## config.mk

```make
export PLATFORM = sky130hd
export DESIGN_NAME = next_hop_cost_table
export DESIGN_NICKNAME = d
export VERILOG_FILES = /design/src/hw/rtl/nhct_pkg.sv /design/src/hw/rtl/nhct_ram.sv /design/src/hw/rtl/next_hop_cost_table.sv
export SDC_FILE = /design/constraint.sdc
export NUM_CORES = 1
export LEC_CHECK = 0
export BUFFER_PORTS_ARGS = -buffer_cell sky130_fd_sc_hd__buf_2
export CORE_UTILIZATION = 35
export DETAILED_ROUTE_END_ITERATION = 10
export PLACE_DENSITY = 0.56
export SLEW_MARGIN = 25
export SYNTH_ARGS = -nofsm -noshare
export SYNTH_HDL_FRONTEND = slang
export SYNTH_SLANG_ARGS = --single-unit
export TNS_END_PERCENT = 1
```

## constraint.sdc

```tcl
create_clock -name clk_i -period 7.65 [get_ports clk_i]
set_input_delay 1.53 -clock clk_i [delete_from_list [all_inputs] [get_ports clk_i]]
set_output_delay 1.53 -clock clk_i [all_outputs]
set_load 0.01 [all_outputs]
```

## src/hw/rtl/nhct_pkg.sv

```systemverilog
`timescale 1ns / 1ps
// ----------------------------------------------------------------------------
// nhct_pkg: next-hop cost table shared definitions
// Field widths, operation and status codes, and the stored entry layout.
// ----------------------------------------------------------------------------
package nhct_pkg;

  // Default number of table entries
  localparam int unsigned TABLE_DEPTH = 16;

  localparam int unsigned MODE_W   = 2;
  localparam int unsigned FACE_W   = 32;
  localparam int unsigned COST_W   = 16;
  localparam int unsigned STATUS_W = 3;

  // Operation codes
  localparam logic [MODE_W-1:0] MODE_ADD    = 2'd0;
  localparam logic [MODE_W-1:0] MODE_REMOVE = 2'd1;
  localparam logic [MODE_W-1:0] MODE_SORT   = 2'd2;

  // Result status codes
  localparam logic [STATUS_W-1:0] ST_APPENDED  = 3'd0;
  localparam logic [STATUS_W-1:0] ST_LOWERED   = 3'd1;
  localparam logic [STATUS_W-1:0] ST_KEPT      = 3'd2;
  localparam logic [STATUS_W-1:0] ST_REMOVED   = 3'd3;
  localparam logic [STATUS_W-1:0] ST_NOT_FOUND = 3'd4;
  localparam logic [STATUS_W-1:0] ST_FULL      = 3'd5;
  localparam logic [STATUS_W-1:0] ST_LIST      = 3'd6;

  // One stored next hop
  typedef struct packed {
    logic [FACE_W-1:0] face;
    logic [COST_W-1:0] cost;
  } entry_t;

  localparam int unsigned ENTRY_W = FACE_W + COST_W;

  // One result word
  typedef struct packed {
    logic [STATUS_W-1:0] status;
    logic [FACE_W-1:0]   face;
    logic [COST_W-1:0]   cost;
    logic                present;
    logic                last;
  } result_t;

endpackage

```

## src/hw/rtl/nhct_ram.sv

```systemverilog
`timescale 1ns / 1ps
// ----------------------------------------------------------------------------
// nhct_ram: generic single-write, single-read RAM
// One write port and one read port per cycle; read data is registered.
// ----------------------------------------------------------------------------
module nhct_ram #(
  parameter int unsigned DATA_W = 8,
  parameter int unsigned DEPTH  = 16
) (
  input  logic                     clk_i,
  input  logic                     we_i,
  input  logic [$clog2(DEPTH)-1:0] waddr_i,
  input  logic [DATA_W-1:0]        wdata_i,
  input  logic [$clog2(DEPTH)-1:0] raddr_i,
  output logic [DATA_W-1:0]        rdata_o
);

  logic [DATA_W-1:0] mem_q [DEPTH];
  logic [DATA_W-1:0] rdata_q;

  // Write port
  always_ff @(posedge clk_i) begin
    if (we_i) begin
      mem_q[waddr_i] <= wdata_i;
    end
  end

  // Registered read port (old data on a same-address write)
  always_ff @(posedge clk_i) begin
    rdata_q <= mem_q[raddr_i];
  end

  assign rdata_o = rdata_q;

endmodule

```

## src/hw/rtl/next_hop_cost_table.sv

```systemverilog
`timescale 1ns / 1ps
// ----------------------------------------------------------------------------
// next_hop_cost_table: ordered next-hop list with cost update, remove, sort
// A command is taken when start is high and busy is low; results come out
// on done_o, one word per cycle, and cannot be held off by the receiver.
// With n stored entries, add and remove scan one entry per cycle through the
// single read port of the entry RAM; a remove stops its scan at the match,
// and the entries behind it close the gap one entry a cycle.
// Sort is an insertion sort on that same port: it picks up each entry as the
// key, moves the earlier entries that cost more than the key up one slot,
// and puts the key in the freed slot. The list follows: n words, one per
// cycle (one word for an empty table), the final one marked by last_o.
// Mode 3 is ignored and yields no word. No clearing pass runs after reset;
// only data from occupied entries is ever used.
// ----------------------------------------------------------------------------
module next_hop_cost_table #(
  parameter int unsigned TABLE_DEPTH = nhct_pkg::TABLE_DEPTH
) (
  input  logic                          clk_i,
  input  logic                          rst_ni,
  input  logic                          start,
  output logic                          busy,
  input  logic [nhct_pkg::MODE_W-1:0]   mode_i,
  input  logic [nhct_pkg::FACE_W-1:0]   face_i,
  input  logic [nhct_pkg::COST_W-1:0]   cost_i,
  output logic                          done_o,
  output logic [nhct_pkg::STATUS_W-1:0] status_o,
  output logic [nhct_pkg::FACE_W-1:0]   entry_face_o,
  output logic [nhct_pkg::COST_W-1:0]   entry_cost_o,
  output logic                          entry_present_o,
  output logic                          last_o
);

  localparam int unsigned AW = $clog2(TABLE_DEPTH);
  localparam int unsigned CW = $clog2(TABLE_DEPTH + 1);

  // Sequencer states
  localparam logic [3:0] S_IDLE     = 4'd0;
  localparam logic [3:0] S_CMP      = 4'd1;
  localparam logic [3:0] S_MISS     = 4'd2;
  localparam logic [3:0] S_SHIFT    = 4'd3;
  localparam logic [3:0] S_SORT_KEY = 4'd4;
  localparam logic [3:0] S_SORT_CMP = 4'd5;
  localparam logic [3:0] S_SORT_PUT = 4'd6;
  localparam logic [3:0] S_LIST     = 4'd7;
  localparam logic [3:0] S_LIST_OUT = 4'd8;

  logic [3:0]                  state_q, state_d;
  logic [AW-1:0]               idx_q, idx_d;
  logic [AW-1:0]               j_q, j_d;
  logic [CW-1:0]               count_q, count_d;
  logic [nhct_pkg::MODE_W-1:0] mode_q, mode_d;
  nhct_pkg::entry_t            key_q, key_d;
  nhct_pkg::result_t           res_q, res_d;
  logic                        done_q, done_d;

  // RAM port signals
  logic                         ram_we;
  logic [AW-1:0]                ram_waddr;
  nhct_pkg::entry_t             ram_wdata;
  logic [AW-1:0]                ram_raddr;
  logic [nhct_pkg::ENTRY_W-1:0] ram_rdata;
  nhct_pkg::entry_t             rd;

  // Index helpers
  logic [CW-1:0] idx_ext;
  logic          idx_p1_end;
  logic          idx_p2_end;

  assign rd         = nhct_pkg::entry_t'(ram_rdata);
  assign idx_ext    = CW'(idx_q);
  assign idx_p1_end = (idx_ext + CW'(1)) == count_q;
  assign idx_p2_end = (idx_ext + CW'(2)) == count_q;

  nhct_ram #(
    .DATA_W (nhct_pkg::ENTRY_W),
    .DEPTH  (TABLE_DEPTH)
  ) u_ram (
    .clk_i   (clk_i),
    .we_i    (ram_we),
    .waddr_i (ram_waddr),
    .wdata_i (ram_wdata),
    .raddr_i (ram_raddr),
    .rdata_o (ram_rdata)
  );

  // Sequencer
  always_comb begin
    state_d   = state_q;
    idx_d     = idx_q;
    j_d       = j_q;
    count_d   = count_q;
    mode_d    = mode_q;
    key_d     = key_q;
    res_d     = res_q;
    done_d    = 1'b0;
    ram_we    = 1'b0;
    ram_waddr = idx_q;
    ram_wdata = key_q;
    ram_raddr = idx_q + AW'(1);

    case (state_q)
      S_IDLE: begin
        ram_raddr = '0;
        if (start) begin
          mode_d     = mode_i;
          key_d.face = face_i;
          key_d.cost = cost_i;
          idx_d      = '0;
          case (mode_i)
            nhct_pkg::MODE_ADD, nhct_pkg::MODE_REMOVE: begin
              state_d = (count_q == '0) ? S_MISS : S_CMP;
            end
            nhct_pkg::MODE_SORT: begin
              if (count_q < CW'(2)) begin
                state_d = S_LIST;
              end else begin
                ram_raddr = AW'(1);
                idx_d     = AW'(1);
                state_d   = S_SORT_KEY;
              end
            end
            default: begin
              state_d = S_IDLE;
            end
          endcase
        end
      end

      // Compare entry idx against the key; next entry read is in flight
      S_CMP: begin
        if (mode_q == nhct_pkg::MODE_ADD && rd.face == key_q.face) begin
          res_d   = '{status: nhct_pkg::ST_KEPT, face: '0, cost: rd.cost,
                      present: 1'b0, last: 1'b1};
          if (key_q.cost < rd.cost) begin
            ram_we     = 1'b1;
            res_d.status = nhct_pkg::ST_LOWERED;
            res_d.cost   = key_q.cost;
          end
          done_d  = 1'b1;
          state_d = S_IDLE;
        end else if (mode_q == nhct_pkg::MODE_REMOVE && rd.face == key_q.face &&
                     rd.cost == key_q.cost) begin
          if (idx_p1_end) begin
            count_d = count_q - CW'(1);
            res_d   = '{status: nhct_pkg::ST_REMOVED, face: '0, cost: '0,
                        present: 1'b0, last: 1'b1};
            done_d  = 1'b1;
            state_d = S_IDLE;
          end else begin
            state_d = S_SHIFT;
          end
        end else if (idx_p1_end) begin
          state_d = S_MISS;
        end else begin
          idx_d = idx_q + AW'(1);
        end
      end

      // No matching entry: append, full, or not found
      S_MISS: begin
        done_d = 1'b1;
        res_d  = '{status: nhct_pkg::ST_NOT_FOUND, face: '0, cost: '0,
                   present: 1'b0, last: 1'b1};
        if (mode_q == nhct_pkg::MODE_ADD) begin
          if (count_q == CW'(TABLE_DEPTH)) begin
            res_d.status = nhct_pkg::ST_FULL;
          end else begin
            ram_we       = 1'b1;
            ram_waddr    = count_q[AW-1:0];
            count_d      = count_q + CW'(1);
            res_d.status = nhct_pkg::ST_APPENDED;
            res_d.cost   = key_q.cost;
          end
        end
        state_d = S_IDLE;
      end

      // Close the gap: entry idx+1 is on the read port, goes to idx
      S_SHIFT: begin
        ram_we    = 1'b1;
        ram_wdata = rd;
        ram_raddr = idx_q + AW'(2);
        if (idx_p2_end) begin
          count_d = count_q - CW'(1);
          res_d   = '{status: nhct_pkg::ST_REMOVED, face: '0, cost: '0,
                      present: 1'b0, last: 1'b1};
          done_d  = 1'b1;
          state_d = S_IDLE;
        end else begin
          idx_d = idx_q + AW'(1);
        end
      end

      // Insertion sort: pick up entry idx as the key
      S_SORT_KEY: begin
        key_d     = rd;
        j_d       = idx_q;
        ram_raddr = idx_q - AW'(1);
        state_d   = S_SORT_CMP;
      end

      // Entry j-1 on the read port: move it up if it costs more than the key
      S_SORT_CMP: begin
        ram_raddr = j_q - AW'(1) - AW'(1);
        if (rd.cost > key_q.cost) begin
          ram_we    = 1'b1;
          ram_waddr = j_q;
          ram_wdata = rd;
          j_d       = j_q - AW'(1);
          if (j_q == AW'(1)) begin
            state_d = S_SORT_PUT;
          end
        end else begin
          state_d = S_SORT_PUT;
        end
      end

      // Drop the key into its slot and fetch the next one
      S_SORT_PUT: begin
        ram_we    = 1'b1;
        ram_waddr = j_q;
        ram_wdata = key_q;
        if (idx_p1_end) begin
          state_d = S_LIST;
        end else begin
          idx_d   = idx_q + AW'(1);
          state_d = S_SORT_KEY;
        end
      end

      // Start the listing
      S_LIST: begin
        ram_raddr = '0;
        idx_d     = '0;
        if (count_q == '0) begin
          res_d   = '{status: nhct_pkg::ST_LIST, face: '0, cost: '0,
                      present: 1'b0, last: 1'b1};
          done_d  = 1'b1;
          state_d = S_IDLE;
        end else begin
          state_d = S_LIST_OUT;
        end
      end

      // One list word per cycle
      S_LIST_OUT: begin
        res_d  = '{status: nhct_pkg::ST_LIST, face: rd.face, cost: rd.cost,
                   present: 1'b1, last: idx_p1_end};
        done_d = 1'b1;
        if (idx_p1_end) begin
          state_d = S_IDLE;
        end else begin
          idx_d = idx_q + AW'(1);
        end
      end

      default: begin
        state_d = S_IDLE;
      end
    endcase
  end

  // Control registers
  always_ff @(posedge clk_i or negedge rst_ni) begin
    if (!rst_ni) begin
      state_q <= S_IDLE;
      count_q <= '0;
      done_q  <= 1'b0;
    end else begin
      state_q <= state_d;
      count_q <= count_d;
      done_q  <= done_d;
    end
  end

  // Datapath registers
  always_ff @(posedge clk_i) begin
    idx_q  <= idx_d;
    j_q    <= j_d;
    mode_q <= mode_d;
    key_q  <= key_d;
    res_q  <= res_d;
  end

  assign busy            = (state_q != S_IDLE);
  assign done_o          = done_q;
  assign status_o        = res_q.status;
  assign entry_face_o    = res_q.face;
  assign entry_cost_o    = res_q.cost;
  assign entry_present_o = res_q.present;
  assign last_o          = res_q.last;

  // Checks
  a_count_range: assert property (@(posedge clk_i) disable iff (!rst_ni)
    count_q <= CW'(TABLE_DEPTH))
    else $error("entry count above table depth");

  a_count_step: assert property (@(posedge clk_i) disable iff (!rst_ni)
    (count_q == $past(count_q)) || (count_q == $past(count_q) + 1) ||
    (count_q + 1 == $past(count_q)))
    else $error("entry count moved by more than one");

  a_last_idle: assert property (@(posedge clk_i) disable iff (!rst_ni)
    (done_o && last_o) |-> !busy)
    else $error("final word while still busy");

  a_mid_busy: assert property (@(posedge clk_i) disable iff (!rst_ni)
    (done_o && !last_o) |-> busy)
    else $error("list word without a following word");

endmodule

```

Word level (Yosys, flattened, before mapping)
Memories as Yosys holds them, arrays and structs flattened. A register that Yosys moved wholly into a read port is not among the register bits.
Index checks and enable logic that the tools add are counted.
Cells by class
  add/subtract/negate cells: 9
  $lt $le $gt $ge: 3
  equal/unequal tests: 33
  muxes and demuxes: 68
  reductions and logical operators: 24
Operators by type and width (number)
  $mux W53: 5
  $pmux W53 S5: 1
  $pmux W48 S2: 2
  $mux W48: 2
  $mux W4: 18
  $mux W16: 3
  $pmux W4 S5: 2
  $eq A32 B32 Y1: 1
  $pmux W4 S8: 1
  $mux W5: 6
  $ne A2 B2 Y1 const B: 12
  $eq A16 B16 Y1: 1
  $eq A4 B3 Y1 const B: 4
  $gt A16 B16 Y1: 1
  $lt A16 B16 Y1: 1
  $mux W1: 15
  $pmux W5 S3: 1
  $reduce_and A5 Y1: 3
  $pmux W4 S3: 1
  $sub A4 B1 Y4 const B: 3
  $eq A5 B5 Y1: 2
  $mux W2: 5
  $reduce_bool A5 Y1: 2
  $ne A3 B3 Y1 const B: 3
  28 further kinds: 42
Storage, ports and cells
  register bits: 121
  memory bits (writable): 768
  input port bits: 53
  output and inout bits: 55
  logic and storage cells: 151
  memories kept: 1
Memory list
  u_ram.mem_q: words 16, bits a word 48, rd ports 1, clocked after Yosys merged registers in 1, wr ports 1, RTL line nhct_ram.sv:18  | logic [DATA_W-1:0] mem_q [DEPTH];

Logic depth before layout (Yosys ltp)
Gate-level depths: netlist (run 1).
  word-level depth: 6
  gate-level depth with buffers: 15
  mapped depth without buffers: 11

Hierarchy
Synthesis (run 1) repeated with hierarchy kept, for this count alone.
Unflattened totals
  cells, all modules: 1871
  area total of the unflattened synthesis: 37086.8 um^2
Modules (own cells, without submodules)
  nhct_ram: instances 1, cells each 1242, area an instance 29691.0 um^2, seq. area each 24023.0 um^2
  next_hop_cost_table: instances 1, cells each 629, area an instance 7395.8 um^2, seq. area each 3583.4 um^2

Least setup slack after synthesis (run 1)
No wires, ideal clock.
  kind: reg-to-reg
  start: register key_q[15] in the netlist's numbering
  end: register res_q, in the netlist entry_cost_o[0], enable pin
  library setup time: 0.537 ns
  arrival: 5.662 ns
  required time: 7.113 ns
  setup slack: 1.451 ns
  cell stages (with the launch flop): 8
  buffers on the path: 0
  period minus slack after synthesis: 6.199 ns
  cells stage by stage: edfxtp_1 inv_1 ha_1 nand4_1 nor4_1 nand2_1 or4_1 o21ai_0
On the way
  longest elaborated chain between the ends: 4
Ends and longest elaborated chain
  start, declared: RTL line next_hop_cost_table.sv:53  | nhct_pkg::entry_t key_q, key_d;
  start signal, assigned: RTL line next_hop_cost_table.sv:282  | key_q <= key_d;
  $eq A16 B16 Y1: RTL line next_hop_cost_table.sv:143  | rd.cost == key_q.cost) begin
  $logic_and A1 B1 Y1: RTL line next_hop_cost_table.sv:142  | end else if (mode_q == nhct_pkg::MODE_REMOVE && rd.face == key_q.face &&
  $ne A3 B3 Y1 (no line)
  $reduce_and A5 Y1 (no line)
  end signal, assigned: RTL line next_hop_cost_table.sv:283  | res_q <= res_d;
  end, declared: RTL line next_hop_cost_table.sv:54  | nhct_pkg::result_t res_q, res_d;
Every way passes these cells.
A chain may end at the register's enable or synchronous reset.

Worst setup path in the final report (run 1)
  start: register key_q[47] in the netlist's numbering
  end: memory u_ram.mem_q[5][8] in the netlist's numbering, enable pin
On the way
  longest elaborated chain between the ends: 6
Ends and longest elaborated chain
  $eq A32 B32 Y1: RTL line next_hop_cost_table.sv:132  | if (mode_q == nhct_pkg::MODE_ADD && rd.face == key_q.face) begin
  $logic_and A1 B1 Y1: RTL line next_hop_cost_table.sv:132
  $mux W1: RTL line next_hop_cost_table.sv:132
  $pmux W1 S4: RTL line next_hop_cost_table.sv:102  | case (state_q)
  $mux W1: RTL line nhct_ram.sv:23  | if (we_i) begin
  $mux W1 (implied by the code): RTL line nhct_ram.sv:24  | mem_q[waddr_i] <= wdata_i;
  end, declared: RTL line nhct_ram.sv:18
Every way passes these cells.

==> flow_summary.json, run 1 <==
{
  "outcome": "completed",
  "powerDensity_nw_per_um2": 451.1,
  "crit_path_start_kind": "flip-flop",
  "synthCells": 2314,
  "die_h_um": 336.8,
  "areaGrowthSynthToFinish_pct": 14.77,
  "grt_max_degree": 151,
  "coreArea_sq_um": 111000,
  "cts-resized-gates": 0,
  "period_needed_ns": 5.015,
  "cp_max_fo": 34,
  "crit_chain": "xor2_1 > nor4_1 > nand4_1 > or4_1 > o311ai_4 > nand3_1 > nor2_4 > buf_12",
  "yosys-top-cells-area": "edfxtp_1 (67%), mux2i_1 (18%), dfxtp_1 (2.4%)",
  "dieWidth_um": 336.8,
  "yosysTopAreaCellShare": 0.6727,
  "worstMarginPinSlew_ns": 1.074,
  "yosys-top-cells-count": "edfxtp_1 (879), mux2i_1 (722), buf_2 (82), mux2_2 (82), nand2_1 (58)",
  "antenna_left": 0,
  "finalHoldViolCount": 0,
  "internal_power_mw": 13.07,
  "final_core_util": 0.4058,
  "finalCritPeriodShare": 0.6556,
  "dieArea_sq_um": 113400,
  "p_comb_frac": 0.401,
  "clockBufferDepth": 3,
  "synth_edf_count": 879,
  "io_buffers": 107,
  "p_switching_mw": 7.242,
  "syn-cell-area_sq_um": 39240,
  "fmaxAchievable_mhz": 199.4,
  "ys_types": 67,
  "worstSetupEndpointType": "flip-flop",
  "synth_top_area_cell": "edfxtp_1",
  "pwr-share-clk": 0.236,
  "ir_drop_v": 0.0004461,
  "synthMostInstantiatedCell": "edfxtp_1",
  "gp_congestion": 0.8298,
  "path_class": "reg2reg",
  "slowest_delay_ns": 0.82,
  "drt-total-wl_mm": 92.77,
  "postCtsSetupBuffers": 0,
  "cts_sinks": 937,
  "p_sw_frac": 0.3565,
  "p_seq_frac": 0.362,
  "cts.htree.levels": 3,
  "grtUsageTotal": 0.1625,
  "required_ns": 7.93,
  "yosysSeqAreaShare": 0.7036,
  "grt_pass1_vias": 20530,
  "synth_nets": 2392,
  "skew_ns": 0.05730,
  "num_vias": 20320,
  "met3_wirelength_mm": 4.466,
  "routedWlPerCell_um": 23.08,
  "clockRootBuffer": "clkbuf_16",
  "whs_ns": 0.5919,
  "drive_gt1_frac": 0.1677,
  "rsz0062_at_grt": "false",
  "routed.top_layer": "met5",
  "via_per_inst": 5.055,
  "tns_ns": 0,
  "wirelength_met1_mm": 44.49,
  "yosysWarnings": 0,
  "gr-total-overflow": 0,
  "min_path_type": "reg2reg",
  "slew_violations": 0,
  "arrival_ns": 5.30,
  "antenna_found_initial": 6,
  "p_leak_nw": 16.23,
  "io_pins": 108,
  "hpwl_mm": 51.88,
  "grt_pass1_wl_mm": 135.4,
  "num_rows": 122,
  "synth-seq-cells": 937,
  "path_clk_slew_ns": 0.06,
  "finalSetupViolations": 0,
  "cts_inserted_buffers": 94,
  "start_util": 0.3536,
  "drv_cap": 0,
  "avgSynthCellArea_sq_um": 16.96,
  "async_reset_ff_frac": 0.01067,
  "clk_latency_ns": 0.67,
  "synth-main-ff-cell": "edfxtp_1",
  "drcViolationCount": 0,
  "r2r_slack_ns": 2.63,
  "fin_nets": 2528,
  "drt_iter0_markers": 1767,
  "cts_tree": "built",
  "first_pass_iters": 7,
  "slew-limit-headroom": 0.2838,
  "cp_slowest_cell": "or4_1",
  "dr_wl_met2_mm": 41.96,
  "ctsHoldBuffers": 0
}
per-stage QoR:
step | worst slack, ns | area [sq um] | std cells | total power, mW
6_report | 2.635 | 45030 | 4019 | 20.31
5_1_grt | 2.435 | 45020 | 4017 | 21.29
4_1_cts | 2.643 | 45000 | 4016 | 20.50
3_5_place_dp | 2.696 | 41740 | 3841 | 15.67
3_3_place_gp | 2.744 | 41740 | 3841 | 15.54
2_1_floorplan | 1.451 | 39240 | 2314 | 13.28
sequential cells by signal (all words and copies together), names as in the netlist, 5 cells and up:
signal         cells
u_ram.mem_q      768
key_q             48
u_ram.rdata_o     48
entry_face_o      32
entry_cost_o      16
count_q            5
logic make-up (layout without fill, tap and decap cells):
kind of cell,Yosys count,count (layout),synth area share
buffers and inverters,147,362,0.01725
and+or+nand+nor,208,208,0.02720
other,0,2,0
AOI/OAI and AO/OA,143,143,0.02443
muxes,805,805,0.2080
adders and majority gates,25,25,0.008164
xor gates and xnor gates,49,49,0.01132
DFF,937,937,0.7036
cell usage in the layout (no fill, tap or decap), types with 17 or more instances in the layout:
| master | count |
|---|---|
| inv_1 | 26 |
| and2_1 | 34 |
| xor2_1 | 37 |
| ha_1 | 24 |
| dfxtp_1 | 48 |
| nor2_1 | 29 |
| buf_2 | 107 |
| nand2_1 | 58 |
| mux2i_1 | 721 |
| a21oi_1 | 29 |
| clkinv_1 | 21 |
| buf_4 | 43 |
| edfxtp_1 | 879 |
| nor2_4 | 17 |
| o21ai_0 | 43 |
| clkinv_2 | 17 |
| mux2_2 | 82 |
| clkbuf_16 | 95 |
final timing paths:
path | startpoint | to | cells after the start
setup / recovery | key_q[47] | u_ram.mem_q[5][8] | 8
hold / removal | key_q[1] | entry_cost_o[1] | 1
setup reg to reg | key_q[47] | u_ram.mem_q[5][8] | 8
hold reg to reg | key_q[1] | entry_cost_o[1] | 1
max in group asynchronous | rst_ni | count_q[1] | 1
min in group asynchronous | rst_ni | state_q[2] | 1
cell type report:
type	count	area [sq um]
Tap cell	1488	1862
Clock buffer	114	2529
Multi-Input combinational cell	1230	11150
Antenna cell	2	5.005
Inverter	28	105.1
Clock inverter	61	725.7
Timing Repair Buffer	159	1046
Sequential cell	937	27610
Fill cell	9953	65950
layer usage:
metal  GRT usage  vias up
met5           0        -
met4     0.03704        2
met3     0.02732      129
met2      0.2537      535
met1      0.2360    10400
li1            -     9250
critical path, delay by kind of cell, from the launching register on:
kind / cells / cell delay [ns]
AO/OA/AOI/OAI: 1 / 0.45
XOR/XNOR: 1 / 0.22
AND/OR/NAND/NOR: 5 / 3.13
buffers and inverters: 1 / 0.40
flip-flops: 1 / 0.41
power groups by stage:
stage	logic [mW]	clock network, mW	registers [mW]
6_report	8.15	4.80	7.36
3_3_place_gp	8.11	0	7.43
5_1_grt	8.77	5.09	7.42
2_1_floorplan	5.98	0	7.31
3_5_place_dp	8.21	0	7.46
4_1_cts	8.25	4.90	7.35
No activity file was read; power rests on OpenSTA's default activity.
==> run 2, diff against run 1 <==
==> constraint.sdc (replaced) <==
create_clock -name clk_i -period 5.1 [get_ports clk_i]
set_input_delay 1.02 -clock clk_i [delete_from_list [all_inputs] [get_ports clk_i]]
set_output_delay 1.02 -clock clk_i [all_outputs]
set_load 0.01 [all_outputs]
==> flow_summary.json, run 2 (synthesis results as in run 1) <==
{
  "drv_cap": 0,
  "min_path_type": "in2async",
  "num_rows": 122,
  "path_clk_slew_ns": 0.06,
  "finalSetupViolations": 0,
  "areaGrowthSynthToFinish_pct": 16.02,
  "gp_congestion": 0.8254,
  "skew_ns": 0.03461,
  "outcome": "completed",
  "cp_max_fo": 27,
  "antenna_cells": 0,
  "gr-total-overflow": 0,
  "required_ns": 5.39,
  "clockRootBuffer": "clkbuf_16",
  "hpwl_mm": 56.22,
  "largest_reg_flops": 768,
  "ir_drop_v": 0.0003694,
  "whs_ns": 0.2389,
  "arrival_ns": 5.05,
  "io_pins": 108,
  "drive_gt1_frac": 0.1811,
  "final_cell_mix": "edfxtp_1 (879), mux2i_1 (721), buf_2 (107), clkbuf_16 (96), mux2_2 (82)",
  "dieArea_sq_um": 113400,
  "critPathBufInv": 1,
  "tns_ns": 0,
  "via_per_inst": 5.049,
  "finalHoldViolCount": 0,
  "cts_inserted_buffers": 96,
  "drt_iter0_markers": 1447,
  "final_core_util": 0.4102,
  "grtUsageTotal": 0.1627,
  "clk_latency_ns": 0.68,
  "powerDensity_nw_per_um2": 680.7,
  "antenna_left": 0,
  "period_needed_ns": 4.761,
  "crit_chain": "xor2_1 > nor4_1 > nand4_1 > or4_1 > o311ai_4 > nand3b_1 > nor2_4 > buf_4",
  "cts_tree": "built",
  "grt_pass1_vias": 20910,
  "rsz0062_at_grt": "false",
  "slew-limit-headroom": 0.3253,
  "fmaxAchievable_mhz": 210.0,
  "setup_ws_ns": 0.3391,
  "ctsHoldBuffers": 0,
  "n_fill_cell": 9952,
  "drt-total-wl_mm": 92.63,
  "first_pass_iters": 5,
  "postCtsSetupBuffers": 0,
  "p_leak_nw": 16.47,
  "io_buffers": 107,
  "cts-resized-gates": 0,
  "antenna_found_initial": 6,
  "p_total_mw": 30.99,
  "drcViolationCount": 0,
  "worstMarginPinSlew_ns": 1.008,
  "slowest_delay_ns": 0.85,
  "grt_pass1_wl_mm": 136.5,
  "critPathTopFamily": "simple AND/OR/NAND/NOR gates",
  "grt_max_degree": 81,
  "pre_cts_ws_ns": 0.4319,
  "largest_register": "u_ram.mem_q",
  "cts.htree.levels": 3,
  "final_common_cell": "edfxtp_1",
  "finalCritPeriodShare": 0.9335,
  "slew_violations": 0,
  "die_h_um": 336.8,
  "coreArea_sq_um": 111000,
  "clockBufferDepth": 3,
  "routedWlPerCell_um": 22.84,
  "cp_slowest_cell": "or4_1",
  "worstSetupEndpointType": "flip-flop",
  "dieWidth_um": 336.8,
  "cts_sinks": 937,
  "path_class": "reg2reg",
  "fin_nets": 2566,
  "crit_path_start_kind": "flip-flop",
  "num_vias": 20470,
  "start_util": 0.3536
}
## run 2: worst paths after layout
| check | cells after the start | slack (ns) | to | from |
|---|---|---|---|---|
| setup reg to reg | 8 | 0.34 | u_ram.mem_q[13][41] | key_q[47] |
| max in group asynchronous | 1 | 4.65 | done_o | rst_ni |
| setup / recovery | 8 | 0.34 | u_ram.mem_q[13][41] | key_q[47] |
| min in group clk_i | 1 | 0.59 | entry_cost_o[1] | key_q[1] |
| hold reg to reg | 1 | 0.59 | entry_cost_o[1] | key_q[1] |
| hold / removal | 1 | 0.24 | count_q[1] | rst_ni |
## run 2: area by class of cell
| class | instances | area [sq um] | area share |
|---|---|---|---|
| clock buffer | 127 | 2619 | 0.05753 |
| timing repair buffer | 195 | 1529 | 0.03359 |
| tap | 1488 | 1862 | 0.04090 |
| multi-input combinational | 1230 | 11150 | 0.2449 |
| inverter | 28 | 105.1 | 0.002309 |
| clock inverter | 50 | 650.6 | 0.01429 |
| sequential | 937 | 27610 | 0.6065 |
## run 2: stage by stage
stage               area [sq um]  instances
floorplan                  39240       2314
CTS                        45520       4055
finish                     45520       4055
global route               45520       4055
global placement           42220       3877
detailed placement         42250       3878
## run 2: worst register-to-register path, stage by stage, from the launching register on
cell and delay (ns):
edfxtp_1 0.40, xor2_1 0.25, nor4_1 0.83, nand4_1 0.41, or4_1 0.86, o311ai_4 0.48
nand3b_1 0.41, nor2_4 0.23, buf_4 0.48
## run 2: metal layers
metal	up-vias	part of all wire	global-route usage	wire length, um
met1	10490	0.47	0.2299	43650
met3	132	0.053	0.03089	4953
met4	2	0.021	0.04439	1914
met5	-	0.00014	0	13
met2	532	0.45	0.2555	42100
li1	9321	-	-	-
## run 2: where the power goes
group          switching [mW]  internal (mW)  total, mW
Sequential              0.658           10.4       11.0
Clock                    2.96           4.25       7.21
Combinational            7.53           5.22       12.7
